`config.mk`:
```
export PLATFORM = sky130hd
export DESIGN_NAME = pmpt_ctrl
export DESIGN_NICKNAME = d
export VERILOG_FILES = /design/src/hdl/pc_map_probe_table_core_macros.svh /design/src/hdl/pmpt_pkg.sv /design/src/hdl/pmpt_ctrl.sv
export SDC_FILE = /design/constraint.sdc
export NUM_CORES = 1
export LEC_CHECK = 0
export ABC_AREA = 1
export BUFFER_PORTS_ARGS = -buffer_cell sky130_fd_sc_hd__buf_2
export CAP_MARGIN = 10
export CELL_PAD_IN_SITES_DETAIL_PLACEMENT = 0
export CELL_PAD_IN_SITES_GLOBAL_PLACEMENT = 1
export CORE_UTILIZATION = 23
export CTS_CLUSTER_DIAMETER = 50
export CTS_CLUSTER_SIZE = 14
export DETAILED_ROUTE_END_ITERATION = 7
export PLACE_DENSITY_LB_ADDON = 0.1
export SYNTH_ARGS = -nofsm -noshare
export SYNTH_HDL_FRONTEND = slang
export SYNTH_SLANG_ARGS = --single-unit
```
`constraint.sdc`:
```
create_clock -name clk -period 1.1 [get_ports clk]
set_input_delay 0.165 -clock clk [delete_from_list [all_inputs] [get_ports clk]]
set_output_delay 0.165 -clock clk [all_outputs]
set_load 0.1 [all_outputs]
```
`src/hdl/pc_map_probe_table_core_macros.svh`:
```
// Assertion macros shared by the probe table core.
`ifndef PC_MAP_PROBE_TABLE_CORE_MACROS_SVH
`define PC_MAP_PROBE_TABLE_CORE_MACROS_SVH

// same-cycle implication, sampled on clk, off during reset
`define PMPT_ASSERT_HOLDS(label, ante, cons) \
	label: assert property (@(posedge clk) disable iff (!arst_n) (ante) |-> (cons)) \
		else $error("pc_map_probe_table_core: check failed");

// next-cycle implication, sampled on clk, off during reset
`define PMPT_ASSERT_NEXT(label, ante, cons) \
	label: assert property (@(posedge clk) disable iff (!arst_n) (ante) |=> (cons)) \
		else $error("pc_map_probe_table_core: check failed");

`endif

```
`src/hdl/pmpt_pkg.sv`:
```
// Types and constants of the probe table core.
package pmpt_pkg;

	localparam int KEY_W         = 32;
	localparam int VAL_W         = 32;
	localparam int PROBE_LIMIT_W = 11;
	localparam int HASH_SHIFT    = 2;
	localparam int HASH_BITS     = KEY_W - HASH_SHIFT;
	localparam int HASH_STEPS    = 2;
	localparam int HASH_CNT_W    = $clog2(HASH_STEPS + 1);

	localparam logic [PROBE_LIMIT_W-1:0] PROBE_LIMIT_RST = 11'd102;

	localparam logic MODE_LOOKUP = 1'b0;
	localparam logic MODE_INSERT = 1'b1;

	typedef struct packed {
		logic             mode;
		logic [KEY_W-1:0] translated_addr;
		logic [VAL_W-1:0] original_addr_in;
	} pmpt_req_t;

	typedef struct packed {
		logic             hit;
		logic [VAL_W-1:0] original_addr_out;
		logic             insert_failed;
	} pmpt_rsp_t;

	typedef enum logic [3:0] {
		ST_CLEAR,
		ST_IDLE,
		ST_HASH,
		ST_PROBE,
		ST_CHECK,
		ST_RDHOME,
		ST_SWAP_SLOT,
		ST_SWAP_HOME,
		ST_DONE
	} pmpt_state_t;

	typedef enum logic [2:0] {
		RES_NONE,
		RES_EMPTY,
		RES_HIT_RD,
		RES_HIT_FOUND,
		RES_FAIL
	} pmpt_res_t;

	typedef struct packed {
		logic      clr_wr;
		logic      load;
		logic      hash_step;
		logic      slot_init;
		logic      rd_home;
		logic      adv;
		logic      wr_ins;
		logic      wr_slot_home;
		logic      wr_home_found;
		logic      keep_found;
		pmpt_res_t res;
		logic      out_load;
	} pmpt_cmd_t;

	typedef struct packed {
		logic clr_done;
		logic hash_done;
		logic is_insert;
		logic key_zero;
		logic rk_empty;
		logic rk_match;
		logic at_home;
		logic lap_done;
		logic limit_hit;
		logic out_free;
	} pmpt_sts_t;

endpackage

```
`src/hdl/pmpt_ctrl.sv`:
```
// Controller state machine of the probe table core.
module pmpt_ctrl import pmpt_pkg::*; (
	input  logic      clk,
	input  logic      arst_n,
	input  logic      in_valid,
	output logic      in_stall,
	input  pmpt_sts_t sts,
	output pmpt_cmd_t cmd
);

	pmpt_state_t state_q, state_nx;

	always_ff @(posedge clk or negedge arst_n) begin
		if (!arst_n) begin
			state_q <= ST_CLEAR;
		end else begin
			state_q <= state_nx;
		end
	end

	always_comb begin
		state_nx = state_q;
		unique case (state_q)
			ST_CLEAR: begin
				if (sts.clr_done) state_nx = ST_IDLE;
			end
			ST_IDLE: begin
				if (in_valid) state_nx = ST_HASH;
			end
			ST_HASH: begin
				if (sts.hash_done) begin
					if (sts.is_insert && sts.key_zero) state_nx = ST_DONE;
					else state_nx = ST_PROBE;
				end
			end
			ST_PROBE: state_nx = ST_CHECK;
			ST_CHECK: begin
				if (sts.rk_empty) begin
					state_nx = ST_DONE;
				end else if (!sts.is_insert && sts.rk_match) begin
					state_nx = sts.at_home ? ST_DONE : ST_RDHOME;
				end else if (sts.lap_done || (sts.is_insert && sts.limit_hit)) begin
					state_nx = ST_DONE;
				end else begin
					state_nx = ST_PROBE;
				end
			end
			ST_RDHOME:    state_nx = ST_SWAP_SLOT;
			ST_SWAP_SLOT: state_nx = ST_SWAP_HOME;
			ST_SWAP_HOME: state_nx = ST_DONE;
			ST_DONE: begin
				if (sts.out_free) state_nx = ST_IDLE;
			end
			default: state_nx = ST_CLEAR;
		endcase
	end

	always_comb begin
		cmd = '0;
		cmd.res = RES_NONE;
		in_stall = (state_q != ST_IDLE);
		unique case (state_q)
			ST_CLEAR: cmd.clr_wr = 1'b1;
			ST_IDLE:  cmd.load = in_valid;
			ST_HASH: begin
				if (sts.hash_done) begin
					if (sts.is_insert && sts.key_zero) cmd.res = RES_FAIL;
					else cmd.slot_init = 1'b1;
				end else begin
					cmd.hash_step = 1'b1;
				end
			end
			ST_PROBE: ;
			ST_CHECK: begin
				if (sts.rk_empty) begin
					cmd.wr_ins = sts.is_insert;
					cmd.res    = RES_EMPTY;
				end else if (!sts.is_insert && sts.rk_match) begin
					if (sts.at_home) begin
						cmd.res = RES_HIT_RD;
					end else begin
						cmd.keep_found = 1'b1;
						cmd.rd_home    = 1'b1;
					end
				end else begin
					cmd.adv = 1'b1;
					if (sts.is_insert && (sts.limit_hit || sts.lap_done)) begin
						cmd.res = RES_FAIL;
					end else if (sts.lap_done) begin
						cmd.res = RES_EMPTY;
					end
				end
			end
			ST_RDHOME:    cmd.rd_home = 1'b1;
			ST_SWAP_SLOT: cmd.wr_slot_home = 1'b1;
			ST_SWAP_HOME: begin
				cmd.wr_home_found = 1'b1;
				cmd.res           = RES_HIT_FOUND;
			end
			ST_DONE: cmd.out_load = sts.out_free;
			default: ;
		endcase
	end

endmodule

```
======== Word level (Yosys, flattened, before mapping) ========
Cells that the tools add are included.
cells by class
  equality and inequality tests ........... 13
  mux-type cells .......................... 36
  reduce and logical (&&, ||, !) cells .... 9
operators by type and width
  kind                                                                      count
  4-bit two-way mux                                                         9
  4-bit one-hot mux with 9 select lines                                     1
  4-bit by 3-bit == test with 1-bit output (second input constant)          4
  1-bit two-way mux                                                         15
  3-bit two-way mux                                                         5
  3-bit one-hot mux with 3 select lines                                     1
  4-bit by 2-bit == test with 1-bit output (second input constant)          2
  2-bit two-way mux                                                         4
  2-bit inequality test (second input constant)                             4
  4-bit by 1-bit == test with 1-bit output (second input constant)          1
  4-bit == test (second input constant)                                     1
  1-bit logical AND                                                         4
  4-bit logical NOT                                                         1
  4-bit by 1-bit inequality test with 1-bit output (second input constant)  1
  4-bit AND reduction                                                       1
  1-bit logical OR                                                          2
  1-bit one-hot mux with 2 select lines                                     1
  1-bit logical NOT                                                         1
storage, ports and cells
  register bits ........................... 4
  output and inout bits ................... 15
  word-level logic and storage cells ...... 59

======== Logic depth before layout (Yosys ltp) ========
  depth after elaboration ................. 6
  gate-level depth with buffers ........... 8
  depth with buffers taken out ............ 8

======== Worst setup path before layout ========
No wires, ideal clock.
  path kind ............................... reg-to-output
  start point ............................. reg state_q[0]
  end point ............................... out cmd[3] (netlist bit)
  data arrival time ....................... 3.029 ns
  path slack .............................. -2.094 ns
  stages on the path, launching flop included .. 4
  path buffers ............................ 0
  cell sequence ........................... dfrtp_1 nor2_4 nand2_4 o32ai_1
RTL lines
  what                    RTL line         source
  start, declared         pmpt_ctrl.sv:11  pmpt_state_t state_q, state_nx;
  start signal, assigned  pmpt_ctrl.sv:17  state_q <= state_nx;
  end, declared           pmpt_ctrl.sv:8   output pmpt_cmd_t cmd

==> tab_implementation.tex <==
\begin{tabular}{lr}
\hline
Metric & Value \\
\hline
\multicolumn{2}{l}{\textbf{Outcome}} \\
Run status & finished, violations left \\
Violated checks & setup timing \\
\multicolumn{2}{l}{\textbf{Global route}} \\
Met2 routing resource usage after global routing & 27.8\% \\
Met1 Track Usage GR & a little under a quarter \\
Busiest layer in global routing & met2 \\
Met3 GRT Util & $\sim$3.8\% \\
Global-route wire length before repair & between 2 and 3 mm \\
Antenna violations before repair & 0 \\
Maximum number of pins on one net before global-route repair & 7 \\
Overall global routing resource usage & between 10\% and 20\% \\
Via count of the first global-routing pass & $\sim$620 \\
Total congestion overflow after global routing & 0 \\
\multicolumn{2}{l}{\textbf{CTS}} \\
Number of buffers on the longest clock path & 2 \\
Clock tree from TritonCTS & built \\
TritonCTS buffer count & 3 \\
Clock sink count & 4 \\
CTS root buf & clkbuf\_4 \\
CTS clk-pin slew, worst paths & $\sim$0.04 ns \\
Worst skew pair latency & 0.23 ns \\
CTS H-tree lvls & 1 \\
\multicolumn{2}{l}{\textbf{Power}} \\
VDD IR-drop max & around 2600 uV \\
Power per cell area & around 2500 mW/mm\^{}2 \\
Overall power of the completed layout & between 3 and 4 mW \\
Static leakage power & 0.610 nW \\
\multicolumn{2}{l}{\textbf{Finish}} \\
Synth-to-layout area growth & 166\% \\
Final instance count without filler cells & around 170 \\
Antenna diode count & 0 \\
Biggest regs & state\_q: 4 flops \\
Register ranked first by flip-flop count & state\_q \\
Commonest cells after routing, fill and taps aside & 16 x nand2\_1, 16 x buf\_4, 15 x buf\_12 \\
Ratio of cells with drive above 1 in the final layout & between 60\% and 70\% \\
Max reg flops & 4 \\
Net count, final & between 150 and 200 \\
\multicolumn{2}{l}{\textbf{Route}} \\
Number of vias after detailed routing & approximately 700 \\
Post-Route WL & 1.67 mm \\
Residual antenna-violating net count after detailed routing & 0 \\
DRT Pass-1 Iters & 3 \\
DRC violation count after routing & 0 \\
Via density per instance & around 4.3 \\
First DRT Iteration DRCs & 9 \\
Routed length per instance & around 10 um \\
\multicolumn{2}{l}{\textbf{Timing}} \\
Worst slew margin relative to its limit & a little over four fifths \\
Final setup violation count & 19 \\
Clock Skews & roughly 0.0016 ns \\
Final worst-path cycle share & 147\% \\
Max Clock Freq & approximately 620 MHz \\
Count of final hold-check violations & 0 \\
RSZ-0062 raised after global routing & yes \\
Fin crit period & approximately 1.6 ns \\
Max-slew violation count & 0 \\
Final TNS setup & -7.72 ns \\
Final setup margin & -0.512 ns \\
Worst-Margin Slew & around 0.24 ns \\
\multicolumn{2}{l}{\textbf{Place}} \\
Setup Slack @ Placement & -0.303 ns \\
Final weighted congestion of routability-driven global placement & 0.847 \\
Total of buffers placed on input and output ports & 27 \\
DP Wirelength & 1.35 mm \\
Placed instance count & approximately 160 \\
\multicolumn{2}{l}{\textbf{Synthesis}} \\
Post-synth design cell area & roughly 480 um\^{}2 \\
Avg Synthesized Cell Area & 5.82 um\^{}2 \\
Number of cells produced by synthesis & 83 \\
Flops \& latches, synth & 4 \\
Total number of yosys warnings & 0 \\
Library cell with the largest summed area after synthesis & dfrtp\_1 \\
Top area cells in the synthesized netlist & dfrtp\_1 21\%, nand2\_1 18\%, inv\_1 12\% \\
Netlist cell types & 16 \\
Post-synthesis net count & 96 \\
Top cell type's share of synthesized area & 20.7\% \\
Proportion of synthesized chip area in sequential cells & between 20\% and 30\% \\
\multicolumn{2}{l}{\textbf{Critical path}} \\
Required time at the endpoint of the critical path & approximately 0.94 ns \\
Worst EP arrival & 1.45 ns \\
CP Max Fanout & 4 \\
Worst reg-to-reg path cell count & 10 \\
End of the worst register-to-register path & state\_q[1] \\
Class of the most critical setup path & reg -> out \\
Slowest cell on the critical path & dfrtp\_1 \\
Worst path cell trace & buf\_6, nor2\_4, buf\_4, buf\_6, nand2\_4, nor2\_4, buf\_12 \\
Category of the worst setup path launch point & flop \\
R2R Path Start & state\_q[2] \\
Slowest Stage Delay on Critical Path & between 0.3 and 0.4 ns \\
Worst reg2reg setup slack & -0.30 ns \\
Critical Path End Type & output port \\
\multicolumn{2}{l}{\textbf{Die}} \\
Die extent in x & 47.8 um \\
Placeable core region & approximately 0.0020 mm\^{}2 \\
Die outline area & $\sim$0.0023 mm\^{}2 \\
Number of placement rows & 16 \\
Die H & about 48 um \\
Initial cell density of the core & about a quarter \\
I/O pin total & 28 \\
\multicolumn{2}{l}{\textbf{Worst hold path}} \\
Type of the most critical hold path & in -> async \\
\multicolumn{2}{l}{\textbf{Flow run}} \\
Max Cap Viol & 0 \\
\hline
\end{tabular}
==> worst max-delay path, delay by kind of cell (launching register included) <==
kind	cells	cell delay [ns]
buf+inv	4	0.54
flops	1	0.38
simple gates	3	0.29
==> timing repair <==
| item | 4_1_cts | 5_1_grt |
|---|---|---|
| buffers inserted | 7 | 3 |
| cloned | 0 | 0 |
| endpoints found under the setup margin | 19 | 19 |
| hold buffers | 1 | 0 |
| pin swaps | 14 | 8 |
| resized for setup | 22 | 6 |
| endpoints found under the hold margin | 4 | 0 |
==> how the worst max path moves through the flow <==
stage	slack (ns)	start	end	cells past startpoint
floorplan	-0.68	state_q[1]	cmd[9]	5
global route	-0.58	state_q[2]	cmd[3]	5
CTS	-0.51	state_q[2]	cmd[3]	5
detailed placement	-0.30	state_q[3]	cmd[1]	6
finish	-0.51	state_q[2]	cmd[12]	7
global placement	-0.29	state_q[3]	cmd[1]	6
==> report_power, final <==
group	leakage [nW]	switching, mW	internal, mW
Sequential	0.0479	0.119	0.221
Clock	0.0138	0.0527	0.122
Combinational	0.548	1.63	1.10
Total	0.610	1.80	1.44
==> stage by stage <==
stage | utilization, % | hold slack (ns) | area, um^2
2_1_floorplan | - | -0.131 | 597
3_3_place_gp | 56.6 | -0.0302 | 1110
3_5_place_dp | 56.6 | -0.0276 | 1110
4_1_cts | 63.8 | 0.269 | 1250
5_1_grt | 65.4 | 0.308 | 1280
6_report | 65.4 | 0.266 | 1280
==> layer usage <==
metal  share of wire (%)  vias to the layer above
met4                   0                        0
met2                  51                       22
met5                   0                        -
met3                 4.0                        0
met1                  45                      308
li1                    -                      381
==> cell usage after synthesis (all sizes together) <==
cell type	number
o21ai	4
o32ai	1
inv	18
dfrtp	4
nor3	1
nand3	11
nand4	3
nor2	15
nand2	24
a21oi	2
==> kinds of logic (layout without fill, tap and decap cells) <==
kind of cell	count (synthesis)	in the layout	share of synthesized area [%]
AOI/OAI and AO/OA	7	7	8.81
buffers and inverters	18	74	14.0
DFF	4	4	20.7
and+or+nand+nor	54	54	56.5
==> layout make-up <==
class,count,area [um^2]
flip-flops and latches,4,104
repair buffers,53,592
inverters,18,87.6
well taps,27,33.8
multi-input cells,61,444
fillers,181,678
clock buffers,3,22.5
Note: power is estimated with default switching activity, not from simulation.
